**src/rtl/rsm_pkg.sv**
```systemverilog
// Shared types and constants for the ratiometric supply monitor.
`default_nettype none
package rsm_pkg;

    localparam int ADC_BITS   = 12;
    localparam int MV_W       = 16;
    localparam int CAL_MV_W   = 12;
    localparam int CFG_IDX_W  = 3;
    localparam int PROD_W     = ADC_BITS + MV_W;
    localparam int DIV_BITS   = CAL_MV_W + MV_W;
    localparam int DIV_STEPS  = DIV_BITS / 2;
    localparam int DIV_CNT_W  = $clog2(DIV_STEPS);

    localparam logic [MV_W-1:0]     UNCAL_CODE  = 16'hFFFF;
    localparam logic [MV_W-1:0]     UNCAL_SUBST = 16'd1510;
    localparam logic [MV_W-1:0]     MV_SAT      = 16'hFFFF;

    localparam logic [MV_W-1:0]     RST_CAL_WORD = 16'hFFFF;
    localparam logic [CAL_MV_W-1:0] RST_CAL_MV   = 12'd3000;
    localparam logic [MV_W-1:0]     RST_BATT_MIN = 16'd2500;
    localparam logic [MV_W-1:0]     RST_BATT_MAX = 16'd7000;
    localparam logic [MV_W-1:0]     RST_FALLBACK = 16'd3300;

    localparam logic [CFG_IDX_W-1:0] CFG_CAL_WORD = 3'd0;
    localparam logic [CFG_IDX_W-1:0] CFG_CAL_MV   = 3'd1;
    localparam logic [CFG_IDX_W-1:0] CFG_BATT_MIN = 3'd2;
    localparam logic [CFG_IDX_W-1:0] CFG_BATT_MAX = 3'd3;
    localparam logic [CFG_IDX_W-1:0] CFG_FALLBACK = 3'd4;

    localparam logic [1:0] OP_REF   = 2'd0;
    localparam logic [1:0] OP_BATT  = 2'd1;
    localparam logic [1:0] OP_SOLAR = 2'd2;
    localparam logic [1:0] OP_CLEAR = 2'd3;

    typedef struct packed {
        logic [1:0]          opcode;
        logic [ADC_BITS-1:0] sample;
        logic [ADC_BITS-1:0] ref_sample;
    } t_in;

    typedef struct packed {
        logic [MV_W-1:0] value_mv;
        logic [MV_W-1:0] supply_mv;
        logic            stale;
    } t_out;

    typedef enum logic [2:0] {
        ST_IDLE,
        ST_DECODE,
        ST_DIV,
        ST_POSTDIV,
        ST_MUL,
        ST_FINISH
    } t_state;

    typedef struct packed {
        logic load;
        logic div_start;
        logic div_step;
        logic div_end;
        logic mul;
        logic finish;
    } t_cmd;

    typedef struct packed {
        logic [1:0] op;
        logic       sample_zero;
        logic       ref_zero;
        logic       cache_zero;
        logic       div_last;
        logic       out_free;
    } t_sts;

endpackage
`default_nettype wire

```
**src/rtl/rsm_ctrl.sv**
```systemverilog
// Controller state machine sequencing decode, divide, scale and result transfer.
`default_nettype none
module rsm_ctrl (
    input  wire logic          i_clk,
    input  wire logic          i_rst_n,
    input  wire logic          i_in_valid,
    input  wire rsm_pkg::t_sts i_sts,
    output rsm_pkg::t_cmd      o_cmd,
    output logic               o_in_stall
);
    import rsm_pkg::*;

    t_state r_state;
    t_state n_state;

    always_ff @(posedge i_clk) begin
        if (!i_rst_n) begin
            r_state <= ST_IDLE;
        end else begin
            r_state <= n_state;
        end
    end

    always_comb begin
        n_state = r_state;
        unique case (r_state)
            ST_IDLE: begin
                if (i_in_valid) begin
                    n_state = ST_DECODE;
                end
            end
            ST_DECODE: begin
                if (i_sts.op == OP_CLEAR) begin
                    n_state = ST_FINISH;
                end else if (i_sts.op == OP_REF) begin
                    if (!i_sts.cache_zero || i_sts.sample_zero) begin
                        n_state = ST_FINISH;
                    end else begin
                        n_state = ST_DIV;
                    end
                end else if (i_sts.sample_zero) begin
                    n_state = ST_FINISH;
                end else if (!i_sts.cache_zero || i_sts.ref_zero) begin
                    n_state = ST_MUL;
                end else begin
                    n_state = ST_DIV;
                end
            end
            ST_DIV: begin
                if (i_sts.div_last) begin
                    n_state = ST_POSTDIV;
                end
            end
            ST_POSTDIV: begin
                n_state = (i_sts.op == OP_REF) ? ST_FINISH : ST_MUL;
            end
            ST_MUL: begin
                n_state = ST_FINISH;
            end
            ST_FINISH: begin
                if (i_sts.out_free) begin
                    n_state = ST_IDLE;
                end
            end
            default: n_state = ST_IDLE;
        endcase
    end

    always_comb begin
        o_cmd      = '0;
        o_in_stall = 1'b1;
        unique case (r_state)
            ST_IDLE: begin
                o_in_stall = 1'b0;
                o_cmd.load = i_in_valid;
            end
            ST_DECODE: begin
                // start the divide only when the supply must be recomputed
                if (i_sts.op == OP_REF) begin
                    o_cmd.div_start = i_sts.cache_zero && !i_sts.sample_zero;
                end else if (i_sts.op != OP_CLEAR) begin
                    o_cmd.div_start = !i_sts.sample_zero && i_sts.cache_zero
                                      && !i_sts.ref_zero;
                end
            end
            ST_DIV:     o_cmd.div_step = 1'b1;
            ST_POSTDIV: o_cmd.div_end  = 1'b1;
            ST_MUL:     o_cmd.mul      = 1'b1;
            ST_FINISH:  o_cmd.finish   = i_sts.out_free;
            default: ;
        endcase
    end

endmodule
`default_nettype wire

```
**src/rtl/rsm_dp.sv**
```systemverilog
// Datapath: configuration, supply cache, serial divider, scaling and battery window.
`default_nettype none
module rsm_dp (
    input  wire logic                        i_clk,
    input  wire logic                        i_rst_n,
    input  wire rsm_pkg::t_in                i_in_data,
    input  wire logic                        i_out_stall,
    input  wire logic                        i_cfg_we,
    input  wire logic [rsm_pkg::CFG_IDX_W-1:0] i_cfg_idx,
    input  wire logic [rsm_pkg::MV_W-1:0]    i_cfg_data,
    input  wire rsm_pkg::t_cmd               i_cmd,
    output rsm_pkg::t_sts                    o_sts,
    output logic                             o_out_valid,
    output rsm_pkg::t_out                    o_out_data
);
    import rsm_pkg::*;

    // configuration
    logic [MV_W-1:0]     r_cal_word;
    logic [CAL_MV_W-1:0] r_cal_mv;
    logic [MV_W-1:0]     r_batt_min;
    logic [MV_W-1:0]     r_batt_max;
    logic [MV_W-1:0]     r_fallback;

    // state
    logic [MV_W-1:0] r_cache;
    logic [MV_W-1:0] r_last_good;
    logic            r_have_good;
    logic            r_stale;

    // item and work registers
    t_in                  r_item;
    logic [ADC_BITS-1:0]  r_div;
    logic [ADC_BITS-1:0]  r_rem;
    logic [DIV_BITS-1:0]  r_quo;
    logic [DIV_CNT_W-1:0] r_cnt;
    logic [PROD_W-1:0]    r_prod;

    // output register
    logic r_out_valid;
    t_out r_out;

    logic [MV_W-1:0]     cal_code;
    logic [ADC_BITS-1:0] n_rem;
    logic [DIV_BITS-1:0] n_quo;
    logic [MV_W-1:0]     quo_sat;
    logic [MV_W-1:0]     vdd;
    logic [MV_W-1:0]     scaled_mv;
    logic [MV_W:0]       doubled;
    logic [MV_W-1:0]     raw_mv;
    logic                plausible;
    t_out                n_out;

    always_ff @(posedge i_clk) begin
        if (!i_rst_n) begin
            r_cal_word <= RST_CAL_WORD;
            r_cal_mv   <= RST_CAL_MV;
            r_batt_min <= RST_BATT_MIN;
            r_batt_max <= RST_BATT_MAX;
            r_fallback <= RST_FALLBACK;
        end else if (i_cfg_we) begin
            case (i_cfg_idx)
                CFG_CAL_WORD: r_cal_word <= i_cfg_data;
                CFG_CAL_MV:   r_cal_mv   <= i_cfg_data[CAL_MV_W-1:0];
                CFG_BATT_MIN: r_batt_min <= i_cfg_data;
                CFG_BATT_MAX: r_batt_max <= i_cfg_data;
                CFG_FALLBACK: r_fallback <= i_cfg_data;
                default: ;
            endcase
        end
    end

    assign cal_code = (r_cal_word == UNCAL_CODE) ? UNCAL_SUBST : r_cal_word;

    // two restoring divide steps per cycle
    always_comb begin
        logic [ADC_BITS:0] trial;
        n_rem = r_rem;
        n_quo = r_quo;
        for (int k = 0; k < 2; k++) begin
            trial = {n_rem, n_quo[DIV_BITS-1]};
            n_quo = {n_quo[DIV_BITS-2:0], 1'b0};
            if (trial >= {1'b0, r_div}) begin
                trial    = trial - {1'b0, r_div};
                n_quo[0] = 1'b1;
            end
            n_rem = trial[ADC_BITS-1:0];
        end
    end

    assign quo_sat = (|r_quo[DIV_BITS-1:MV_W]) ? MV_SAT : r_quo[MV_W-1:0];
    assign vdd     = (r_cache == '0) ? r_fallback : r_cache;

    always_ff @(posedge i_clk) begin
        if (i_cmd.load) begin
            r_item <= i_in_data;
        end
        if (i_cmd.div_start) begin
            r_div <= (r_item.opcode == OP_REF) ? r_item.sample : r_item.ref_sample;
            r_rem <= '0;
            r_quo <= DIV_BITS'(r_cal_mv * cal_code);
            r_cnt <= DIV_CNT_W'(DIV_STEPS - 1);
        end else if (i_cmd.div_step) begin
            r_rem <= n_rem;
            r_quo <= n_quo;
            r_cnt <= r_cnt - 1'b1;
        end
        if (i_cmd.mul) begin
            r_prod <= PROD_W'(r_item.sample * vdd);
        end
    end

    assign scaled_mv = r_prod[PROD_W-1:ADC_BITS];
    assign doubled   = {scaled_mv, 1'b0};

    always_comb begin
        if (r_item.sample == '0) begin
            raw_mv = '0;
        end else if (r_item.opcode == OP_BATT) begin
            raw_mv = doubled[MV_W] ? MV_SAT : doubled[MV_W-1:0];
        end else begin
            raw_mv = scaled_mv;
        end
    end

    assign plausible = (raw_mv >= r_batt_min) && (raw_mv <= r_batt_max);

    always_comb begin
        n_out = '0;
        case (r_item.opcode)
            OP_REF: begin
                n_out.value_mv  = r_cache;
                n_out.supply_mv = r_cache;
                n_out.stale     = r_stale;
            end
            OP_BATT: begin
                n_out.value_mv  = (!plausible && r_have_good) ? r_last_good : raw_mv;
                n_out.supply_mv = r_cache;
                n_out.stale     = !plausible;
            end
            OP_SOLAR: begin
                n_out.value_mv  = raw_mv;
                n_out.supply_mv = r_cache;
                n_out.stale     = r_stale;
            end
            default: begin
                n_out.value_mv  = '0;
                n_out.supply_mv = '0;
                n_out.stale     = r_stale;
            end
        endcase
    end

    always_ff @(posedge i_clk) begin
        if (!i_rst_n) begin
            r_cache     <= '0;
            r_last_good <= '0;
            r_have_good <= 1'b0;
            r_stale     <= 1'b1;
        end else begin
            if (i_cmd.div_end) begin
                r_cache <= quo_sat;
            end else if (i_cmd.finish && r_item.opcode == OP_CLEAR) begin
                r_cache <= '0;
            end
            if (i_cmd.finish && r_item.opcode == OP_BATT) begin
                r_stale <= !plausible;
                if (plausible) begin
                    r_last_good <= raw_mv;
                    r_have_good <= 1'b1;
                end
            end
        end
    end

    always_ff @(posedge i_clk) begin
        if (!i_rst_n) begin
            r_out_valid <= 1'b0;
        end else if (i_cmd.finish) begin
            r_out_valid <= 1'b1;
        end else if (!i_out_stall) begin
            r_out_valid <= 1'b0;
        end
    end

    always_ff @(posedge i_clk) begin
        if (i_cmd.finish) begin
            r_out <= n_out;
        end
    end

    assign o_sts.op          = r_item.opcode;
    assign o_sts.sample_zero = (r_item.sample == '0);
    assign o_sts.ref_zero    = (r_item.ref_sample == '0);
    assign o_sts.cache_zero  = (r_cache == '0);
    assign o_sts.div_last    = (r_cnt == '0);
    assign o_sts.out_free    = !r_out_valid || !i_out_stall;

    assign o_out_valid = r_out_valid;
    assign o_out_data  = r_out;

endmodule
`default_nettype wire

```
**src/rtl/ratiometric_supply_monitor.sv**
```systemverilog
// After the input transfer, a clear, a failed read or a cached reference goes from decode straight to
// the result register; a scale on a known supply passes the multiply first, a reference divide the
// serial divide, and a scale with a divide both. The supply divide runs two quotient bits a cycle over
// its 28-bit dividend. Throughput: one item at a time, the next taken in the idle state after the
// previous result is registered. Reset (synchronous, active low) restores register defaults,
// empties the supply cache, clears the last good battery value and marks the battery stale.
`default_nettype none
module ratiometric_supply_monitor (
    input  wire logic                          i_clk,
    input  wire logic                          i_rst_n,
    input  wire logic                          i_in_valid,
    input  wire rsm_pkg::t_in                  i_in_data,
    output logic                               o_in_stall,
    output logic                               o_out_valid,
    output rsm_pkg::t_out                      o_out_data,
    input  wire logic                          i_out_stall,
    input  wire logic                          i_cfg_we,
    input  wire logic [rsm_pkg::CFG_IDX_W-1:0] i_cfg_idx,
    input  wire logic [rsm_pkg::MV_W-1:0]      i_cfg_data
);
    import rsm_pkg::*;

    t_cmd cmd;
    t_sts sts;

    rsm_ctrl u_ctrl (
        .i_clk      (i_clk),
        .i_rst_n    (i_rst_n),
        .i_in_valid (i_in_valid),
        .i_sts      (sts),
        .o_cmd      (cmd),
        .o_in_stall (o_in_stall)
    );

    rsm_dp u_dp (
        .i_clk       (i_clk),
        .i_rst_n     (i_rst_n),
        .i_in_data   (i_in_data),
        .i_out_stall (i_out_stall),
        .i_cfg_we    (i_cfg_we),
        .i_cfg_idx   (i_cfg_idx),
        .i_cfg_data  (i_cfg_data),
        .i_cmd       (cmd),
        .o_sts       (sts),
        .o_out_valid (o_out_valid),
        .o_out_data  (o_out_data)
    );

`ifndef SYNTH
    a_busy_after_transfer: assert property (@(posedge i_clk) disable iff (!i_rst_n)
        (i_in_valid && !o_in_stall) |=> o_in_stall)
        else $error("input taken again right after a transfer");

    a_finish_into_free_slot: assert property (@(posedge i_clk) disable iff (!i_rst_n)
        cmd.finish |-> (!o_out_valid || !i_out_stall))
        else $error("result loaded over a pending result");

    a_finish_shows_result: assert property (@(posedge i_clk) disable iff (!i_rst_n)
        cmd.finish |=> o_out_valid)
        else $error("finished result not presented");

    a_one_command: assert property (@(posedge i_clk) disable iff (!i_rst_n)
        $onehot0({cmd.load, cmd.div_start, cmd.div_step, cmd.div_end, cmd.mul, cmd.finish}))
        else $error("controller issued overlapping commands");
`endif

endmodule
`default_nettype wire

```
**config.mk**
```make
export PLATFORM = sky130hd
export DESIGN_NAME = ratiometric_supply_monitor
export DESIGN_NICKNAME = d
export VERILOG_FILES = /design/src/rtl/rsm_pkg.sv /design/src/rtl/rsm_ctrl.sv /design/src/rtl/rsm_dp.sv /design/src/rtl/ratiometric_supply_monitor.sv
export SDC_FILE = /design/constraint.sdc
export NUM_CORES = 1
export LEC_CHECK = 0
export BUFFER_PORTS_ARGS = -buffer_cell sky130_fd_sc_hd__buf_2
export CAP_MARGIN = 15
export CORE_MARGIN = 2
export CORE_UTILIZATION = 25
export CTS_CLUSTER_DIAMETER = 150
export DETAILED_ROUTE_END_ITERATION = 16
export PLACE_DENSITY_LB_ADDON = 0.1
export SLEW_MARGIN = 20
export SYNTH_ARGS = -nofsm -noshare
export SYNTH_HDL_FRONTEND = slang
export SYNTH_SLANG_ARGS = --single-unit
```
**constraint.sdc**
```tcl
create_clock -name i_clk -period 6.2 [get_ports i_clk]
set_input_delay 0.62 -clock i_clk [delete_from_list [all_inputs] [get_ports i_clk]]
set_output_delay 0.62 -clock i_clk [all_outputs]
set_load 0.005 [all_outputs]
```
Yosys cells after proc, flatten, opt, wreduce, memory -nomap -nowiden:

Index checks and enable logic that the tools add are counted.

* logic and storage cells: 119
* flip-flop bits (word level): 257

* eq/ne operators: 18
* $mul: 2
* reductions and logical operators: 32
* magnitude comparators: 4
* add/subtract/negate cells: 3
* muxes and demuxes: 38

Operator list (number)
* two-way mux 16 bit: 9
* case mux 33 bit (3 select lines): 1
* multiplier 12 x 16 -> 28 bit: 2
* two-way mux 28 bit: 2
* two-way mux 12 bit: 3
* greater-or-equal comparator 13 x 12 -> 1 bit: 2
* logical NOT 12 bit: 2
* two-way mux 3 bit: 8
* subtractor 12 bit: 2
* case mux 3 bit (6 select lines): 1
* equality test 16 bit, second input constant: 1
* greater-or-equal comparator 16 bit: 1
* less-or-equal comparator 16 bit: 1
* logical NOT 16 bit: 1
* two-way mux 1 bit: 14
* equality test 3 x 2 -> 1 bit, second input constant: 4
* AND reduction 2 bit: 6
* OR reduction 12 bit: 1
* equality test 3 bit, second input constant: 3
* equality test 3 x 1 -> 1 bit, second input constant: 2
* logical AND 1 bit: 6
* logical NOT 1 bit: 6
* logical NOT 3 bit: 2
* != test 2 bit, second input constant: 3
* 9 further kinds: 14

Longest topological paths before layout:

Gate-level depths: netlist of run 1.

* depth after elaboration: 9
* gate-level depth with buffers: 26

Modules after synthesis:

A second synthesis of run 1 with hierarchy kept.

* cell total of the unflattened synthesis: 2652
* area total of the unflattened synthesis: 23981.8 sq um

By module, submodules not included
* rsm_dp: area each 23709.0 sq um, times used 1, sequential area each 5995.8 sq um, cells an instance 2617
* rsm_ctrl: area each 272.8 sq um, times used 1, sequential area each 60.1 sq um, cells an instance 35

Worst setup path before layout of run 1:

OpenSTA, ideal clock, no wires.

* kind: register -> register
* start point: register u_dp.r_cal_word[10]
* end point: register u_dp.r_quo[26] (data pin)
* cell stages (with the launch flop): 25
* period minus slack after synthesis: 6.508 ns
* setup slack: -0.308 ns
* data arrival time: 6.240 ns
* data required time: 5.933 ns
* setup time: 0.267 ns
* cells stage by stage: dfxtp_1 > nand4_1 > nor4_1 > nor2b_1 > clkbuf_1 > and2_1 > fa_1 > inv_1 > fa_1 > inv_1 > fa_1 > fa_1 > inv_1 > fa_1 > inv_1 > ha_1 > a21o_1 > a21o_1 > a21oi_1 > nor2_1 > a211oi_1 > o311ai_0 > a31oi_1 > xor2_1 > o21ai_0

* word-level cells in the longest chain between the ends: 4

Ends and longest elaborated chain
* start, declared: line rsm_dp.sv:19 `logic [MV_W-1:0] r_cal_word;`
* start signal, assigned: line rsm_dp.sv:63 `CFG_CAL_WORD: r_cal_word <= i_cfg_data;`
* equality test 16 bit: line rsm_dp.sv:73 `assign cal_code = (r_cal_word == UNCAL_CODE) ? UNCAL_SUBST : r_cal_word;`
* two-way mux 16 bit (*): line rsm_dp.sv:73
* multiplier 12 x 16 -> 28 bit (*): line rsm_dp.sv:101 `r_quo <= DIV_BITS'(r_cal_mv * cal_code);`
* two-way mux 28 bit (*): line rsm_dp.sv:98 `if (i_cmd.div_start) begin`
* end signal, assigned: line rsm_dp.sv:101
* end signal, assigned: line rsm_dp.sv:105 `r_quo <= n_quo;`
* end, declared: line rsm_dp.sv:35 `logic [DIV_BITS-1:0] r_quo;`

Every way passes the cells marked *; elsewhere a longest branch is shown, timed or not.
A chain may end at the register's enable or synchronous reset.

Final worst setup path of run 1:

* start point: register u_dp.r_cache[14]
* end point: register u_dp.r_prod[23] (data pin)

* word-level cells in the longest chain between the ends: 3

Ends and longest elaborated chain
* start, declared: line rsm_dp.sv:26 `logic [MV_W-1:0] r_cache;`
* start signal, assigned: line rsm_dp.sv:162 `r_cache <= quo_sat;`
* logical NOT 16 bit: line rsm_dp.sv:92 `assign vdd = (r_cache == '0) ? r_fallback : r_cache;`
* two-way mux 16 bit (*): line rsm_dp.sv:92
* multiplier 12 x 16 -> 28 bit (*): line rsm_dp.sv:109 `r_prod <= PROD_W'(r_item.sample * vdd);`
* end signal, assigned: line rsm_dp.sv:109
* end, declared: line rsm_dp.sv:37 `logic [PROD_W-1:0] r_prod;`

Marked as above.

==> impl_results.md, run 1 <==
- R2R Setup Slk: 0.02 ns
- Final Skew: approximately 0.017 ns
- Slew Viols, Final: 0
- Final net count: 3,350
- Cell mode on critical path: fa_1
- Post-synth cell types: 73
- First-pass GRT wire length: 120,000 µm
- EDFF count, synth: 115
- Crit Path Class: reg -> reg
- Most frequent cell after synthesis: nand2_1
- Worst reg2reg path depth: 25
- TritonCTS clock tree: yes
- Row cnt: between 100 and 150
- Crit. End Element: register
- CP max-delay cell: fa_1
- GR Overflow Total: 0
- Finish-stage setup viols: 0
- Synth-to-Final Area Change: 20.5%
- I/O Pins: 85
- TritonCTS Buffers: 31
- Worst-path fanout max: 6
- Worst setup endpoint: u_dp.r_prod[23]
- Async SR Flop Fraction: 0
- Mean Syn Cell Area: just over 9 µm²
- Die Width: 313 µm
- Clock Latency Late Sink: 0.61 ns
- Synth top area cells: fa_1 24%, edfxtp_1 14%, dfxtp_1 11%
- WP data required: 6.55 ns
- CP max stage delay: ~0.55 ns
- Post-synth top cells: 469 x nand2_1, 407 x inv_1, 281 x fa_1
- Crit path time final: 6.18 ns
- Slew margin rel.: 0.254
- Antenna-violating nets left: 0
- Start point of the critical path: u_dp.r_cache[14]
- Cell taking the most area after synthesis: fa_1
- Worst-path clk slew: about 0.060 ns
- Drt first pass iters: 5
- Hpwl dp: 63,300 µm
- Initial antenna violation count: 3
- Fmax: 0.162 GHz
- Die Ht: 313 µm
- Drt initial violations: a little under 1,000
- Final period util: 0.997
- Via count: 18,400
- HP Class: in -> reg
- Initial Util: 0.252
- Post-Syn Nets: about 3,200
- Drt total wl: 78,100 µm
- Max cap viols: 0
- Root Buffer: clkbuf_16
- Seq cells post-synth: ~250
- Vias in the first global route: roughly 20,000
- Clock sink count: between 200 and 250
- Pin count of the biggest net entering global routing: 72
- Worst setup SP type: register
- Worst reg2reg path endpoint: u_dp.r_prod[23]
- Unrepaired setup endpoints after global routing: true
- Final hold violations: 0
- Status: completed
- Die ar.: roughly 0.098 mm²
- CP Data Arrival Time: 6.53 ns
- Post-synthesis sequential area ratio: 0.254
- PortBufs: 84
- Core area: 0.0947 mm²
- Layout cells sized above 1: 0.175
- YS warnings: 0
- Total global-route track usage: 0.160
- Cell Area, Synth: between 0.02 and 0.025 mm²
- Max Buffers Root-to-Sink: 3
- Post-synthesis cell count: approximately 2,600
- Post-Route Utilization: 0.303
- Synth top area share: 0.236
- GPL Wtd Cong: ~0.83
- FF-to-FF Start: u_dp.r_cache[14]
- Top FF cell, synth: dfxtp_1
- Worst-Margin Slew: 1.11 ns
- H-tree depth: 1
- DRC: 0
- Avg WL per Cell: roughly 19 µm
- Setup TNS after final layout: 0 ns
- Vias/cell: 4.47
==> flip-flops by register name, summed over array words and instances, names as in the netlist <==
signal and flops:
u_dp.o_out_data 33, u_dp.r_cache 16, u_dp.r_last_good 16, u_dp.r_quo 28, u_dp.r_stale 1, u_dp.r_item 24
u_dp.r_prod 16, u_dp.r_fallback 16, u_dp.r_div 12, u_dp.o_sts 2, u_dp.r_batt_min 16, u_dp.r_cal_word 16
u_dp.r_cal_mv 12, u_dp.r_rem 12, u_dp.o_out_valid 1, u_dp.r_have_good 1, u_dp.r_cnt 4, u_ctrl.r_state 3
u_dp.r_batt_max 16
==> worst min-delay path by stage <==
stage	start	endpoint	slack, ns	depth (start not counted)
2_1_floorplan	u_dp.r_fallback[10]	u_dp.r_fallback[10]	0.44	2
3_3_place_gp	u_dp.r_batt_min[12]	u_dp.r_batt_min[12]	0.46	2
3_5_place_dp	u_dp.r_batt_min[10]	u_dp.r_batt_min[10]	0.46	2
4_1_cts	i_in_data[23]	u_dp.r_item[23]	0.15	1
5_1_grt	i_in_data[13]	u_dp.r_item[13]	0.16	1
6_report	i_in_data[23]	u_dp.r_item[23]	0.19	1
==> per-stage QoR <==
| step | hold slack (ns) | area, µm² | setup slack, ns | cells |
|---|---|---|---|---|
| 3_5_place_dp | 0.459 | 26900 | -0.382 | 4057 |
| 5_1_grt | 0.164 | 28700 | -0.204 | 4124 |
| 4_1_cts | 0.154 | 28200 | 0.00302 | 4118 |
| 3_3_place_gp | 0.457 | 26900 | -0.430 | 4056 |
| 6_report | 0.192 | 28700 | 0.0217 | 4126 |
| 2_1_floorplan | 0.442 | 23900 | -0.0683 | 2636 |
==> cells by family after synthesis <==
logic type,share of synthesized area
AND/OR/NAND/NOR,0.178
buffers and inverters,0.0879
adder cells (fa/ha/maj),0.333
AO/OA/AOI/OAI,0.0993
flip-flops,0.254
multiplexers,0.0271
XOR/XNOR,0.0209
==> metal layers <==
metal  track usage  up-vias  part of all wire
li1              -     8849                 -
met1         0.211     9215              0.45
met2         0.281      261              0.50
met3        0.0109      100             0.024
met4        0.0464        0             0.026
met5             0        -                 0
==> cell type report <==
class	instances	area [µm²]
inverter	407	1530
clock inverter	17	264
clock buffer	41	855
antenna	2	5.00
fill	10100	66000
multi-input combinational	1850	16300
timing repair buffer	299	2130
sequential	245	6070
tap	1265	1580
==> timing repair <==
action,CTS,global route
resized for setup,32,123
setup endpoints to repair,10,26
pin swaps,20,81
hold buffers,0,0
buffers inserted,3,7
==> placed cells by master (no fill, tap or decap), drive strengths merged, types with 38 or more instances in the layout <==
cell,count
xnor2,38
a21boi,55
nor3,42
clkbuf,41
inv,409
o21ai,91
and2,157
nand3,53
edfxtp,115
a21oi,74
ha,185
a21o,55
fa,281
dfxtp,130
nor2,72
nand2,470
mux2i,42
buf,299
==> worst max-delay path, delay by kind of cell (launching register included) <==
| family | cells | cell delay (ns) |
|---|---|---|
| fa+ha+maj | 6 | 2.49 |
| flops | 1 | 0.34 |
| simple gates | 6 | 0.99 |
| xor+xnor | 1 | 0.09 |
| compound gates | 6 | 1.34 |
| buf+inv | 6 | 0.65 |
Power of run 1 is left out: the tool's default activity adds up to more than one toggle a clock period on the data nets, which glitch-free logic cannot reach.
==> run 2, diff against run 1 <==
--- a/config.mk
+++ b/config.mk
@@ -5,6 +5,7 @@
 export SDC_FILE = /design/constraint.sdc
 export NUM_CORES = 1
 export LEC_CHECK = 0
+export ABC_AREA = 1
 export BUFFER_PORTS_ARGS = -buffer_cell sky130_fd_sc_hd__buf_2
 export CAP_MARGIN = 15
 export CORE_MARGIN = 2
==> run 2 against run 1 <==
Compared with the run above: final area shrank 2.8%; critical path depth grew 1; area after synthesis grew 1.8%; clock-buffer cell count grew 2; final cell count grew 9.2%; clock skew grew 0.0066 ns; register-to-register slack gained 0.31 ns; first-iteration DRC count grew 15%; largest cell class unchanged.
==> impl_results.md, run 2 <==
- Status: completed
- Hold EP: u_dp.r_item[19]
- TritonCTS Buffers: 31 (unchanged)
- Largest register FFs: 33 (unchanged)
- Vias in the first global route: 20,600 (+3.4%)
- Die Width: 316 µm (+0.89%)
- DRC: 0 (unchanged)
- Initial Util: 0.252 (about the same)
- Total global-route track usage: 0.171 (+0.0109)
- Post-Place Worst Slack: -0.0824 ns (+0.300 ns)
- Post-synthesis cell count: 3,055 (+16%)
- CP Data Arrival Time: 6.23 ns (-0.30 ns)
- Final net count: 3,722 (+11%)
- I/O Pins: 85 (unchanged)
- Post-synth cell types: 55 (-25%)
- Avg WL per Cell: 18.7 µm (-1.1%)
- Hold path start: i_in_data[19]
- Crit. End Element: register
- Hold path depth: 1 (unchanged)
- Slew margin rel.: 0.466 (+0.212)
- GR Overflow Total: 0 (unchanged)
- Vias/cell: 4.42 (-1.0%)
- Worst-path clk slew: 0.06 ns (about the same)
- Fin Hold WS: 0.203 ns (+0.0105 ns)
- FF-to-FF Start: u_dp.r_cache[4]
- Most frequent cell after synthesis: nand2_1
- Pin count of the biggest net entering global routing: 49 (-32%)
- Drt first pass iters: 5 (unchanged)
- Worst reg2reg path depth: 26 (+4.0%)
- Layout cells sized above 1: 0.106 (-0.0690)
- Via count: 19,900 (+8.1%)
- R2R Setup Slk: 0.34 ns (+0.31 ns)
- Core area: 0.0964 mm² (+1.8%)
- Worst Slack Setup Final: 0.336 ns (+0.314 ns)
- Die ar.: 0.0996 mm² (+1.8%)
- Row cnt: 114 (+0.88%)
- Drt initial violations: 1,137 (+15%)
- H-tree depth: 1 (unchanged)
- Async SR Flop Fraction: 0 (unchanged)
- Slew Viols, Final: 0 (unchanged)
- Post-synthesis sequential area ratio: 0.249 (-0.00452)
- Antenna-violating nets left: 0 (unchanged)
- Root Buffer: clkbuf_16
- HP Class: in -> reg
- PortBufs: 84 (unchanged)
- Final hold violations: 0 (unchanged)
- YS warnings: 0 (unchanged)
- Clock Latency Late Sink: 0.61 ns (about the same)
- Worst reg2reg path endpoint: u_dp.r_prod[25]
- Post-CTS Setup Bufs: 0 (-3)
- Finish-stage setup viols: 0 (unchanged)
- Fmax: 0.171 GHz (+5.4%)
- Most frequent cells in the layout: 706 x nand2_1, 614 x inv_1, 281 x fa_1, 239 x nor2_1, 185 x ha_1
- Crit Path Class: reg -> reg
- Placement-stage cell area: 0.0269 mm² (-0.19%)
- Most common cell after layout, fill and taps aside: nand2_1
- Mean Syn Cell Area: 7.95 µm² (-12%)
- Synth top area cells: fa_1 23%, edfxtp_1 14%, nand2_1 11%
- Worst-path fanout max: 8 (+2)
- Worst-Margin Slew: 0.800 ns (-0.310 ns)
- Crit path time final: 5.86 ns (-0.314 ns)
- Worst setup SP type: register
- Post-synth top cells: 712 x nand2_1, 616 x inv_1, 281 x fa_1
- Max cap viols: 0 (unchanged)
- Clock sink count: 245 (unchanged)
- GPL Wtd Cong: 0.819 (-1.7%)
- TritonCTS clock tree: yes
- Final Skew: 0.0234 ns (+0.00656 ns)
- Top FF cell, synth: dfxtp_1
- Unrepaired setup endpoints after global routing: true
- Max Buffers Root-to-Sink: 3 (unchanged)
- Cell Area, Synth: 0.0243 mm² (+1.8%)
- Final period util: 0.946 (-0.0507)
- Synth top area share: 0.232 (-0.00420)
- Seq cells post-synth: 245 (unchanged)
- Hpwl dp: 67,600 µm (+6.8%)
- WP data required: 6.56 ns (about the same)
- Drt total wl: 84,300 µm (+8.0%)
- Synth-to-Final Area Change: 15.1%
- FILL cells: 10,600 (+5.8%)
- Initial antenna violation count: 0 (-3)
- First-pass GRT wire length: 129,000 µm (+7.7%)
- EDFF count, synth: 115 (unchanged)
- Die Ht: 316 µm (+0.89%)
- Post-Syn Nets: 3,571 (+13%)
- Cell taking the most area after synthesis: fa_1
- Design area: 0.0279 mm² (-2.8%)
-- run 2: cell count changes in the layout (fill, tap and decap cells not counted), sizes merged, moves of 37 or more --
cell / previous run / this run
a21boi: 55 / 4
a21o: 55 / 10
a21oi: 74 / 178
and2: 157 / 0
buf: 299 / 216
inv: 409 / 628
mux2i: 42 / 0
nand2: 470 / 724
nand3: 53 / 99
nor2: 72 / 249
nor2b: 37 / 0
o21ai: 91 / 167
-- run 2: what timing repair did --
| action | 4_1_cts | 5_1_grt |
|---|---|---|
| resized for setup | 1 | 25 |
| cloned | 0 | 0 |
| hold endpoints to repair | 0 | 0 |
| hold buffers | 0 | 0 |
| pin swaps | 0 | 3 |
| endpoints found under the setup margin | 5 | 26 |
-- run 2: how the worst max path moves through the flow --
stage                                   start         endpoint  slack, ns  depth (start not counted)
after floorplan              u_dp.r_cache[14]  u_dp.r_prod[26]       0.76                         25
after global placement        u_dp.r_cache[2]  u_dp.r_prod[27]      -0.09                         26
after detailed placement     u_dp.r_cache[15]  u_dp.r_prod[27]      -0.08                         26
after CTS                    u_dp.r_cache[10]  u_dp.r_prod[27]       0.05                         26
after global routing      u_dp.r_cal_word[11]   u_dp.r_quo[27]      -0.01                         27
final                         u_dp.r_cache[4]  u_dp.r_prod[25]       0.34                         26
-- run 2: layout make-up --
type / count / area (µm²) / share of cell area
multi-input cells: 2082 / 15500 / 0.554
inverters: 630 / 2370 / 0.0847
clock buffers: 43 / 872 / 0.0312
repair buffers: 216 / 1440 / 0.0514
well taps: 1276 / 1600 / 0.0571
clock inverters: 14 / 118 / 0.00421
flip-flops and latches: 245 / 6060 / 0.217
diodes: 1 / 2.50 / 0.0000896
-- run 2: kinds of logic after synthesis --
logic type | share of synthesized area
AND/OR/NAND/NOR | 0.192
buffers and inverters | 0.116
adder cells (fa/ha/maj) | 0.327
AO/OA/AOI/OAI | 0.102
flip-flops | 0.249
XOR/XNOR | 0.0141
-- run 2: per-layer routing --
layer	global-route usage	share of wire	vias up
li1	-	-	9798
met1	0.245	0.49	9698
met2	0.281	0.46	344
met3	0.0147	0.033	77
met4	0.0330	0.018	0
met5	0	0	-
-- run 2: worst max-delay path, cell delays in order, from the launching register on --
cell	delay (ns)
dfxtp_1	0.32
nor2_1	0.13
nand2_1	0.09
nor2_2	0.16
nand2_2	0.07
inv_1	0.09
buf_4	0.20
nand2_1	0.07
nand2_1	0.23
buf_4	0.23
nand2_1	0.08
fa_1	0.47
fa_1	0.51
inv_1	0.05
fa_1	0.51
fa_1	0.50
inv_1	0.05
fa_1	0.47
inv_1	0.04
ha_1	0.35
nand2_1	0.13
nor2_1	0.20
inv_1	0.08
o21ai_0	0.26
a31oi_1	0.17
nand3_1	0.11
nand2_1	0.05
-- run 2: metrics by stage --
step / std cells / utilization / setup TNS [ns]
final: 4507 / 0.290 / 0
after global routing: 4506 / 0.290 / -0.0273
after CTS: 4506 / 0.289 / 0
after detailed placement: 4449 / 0.279 / -0.300
after global placement: 4449 / 0.279 / -0.366
after floorplan: 3055 / - / 0
Power of run 2 is left out for the same reason.
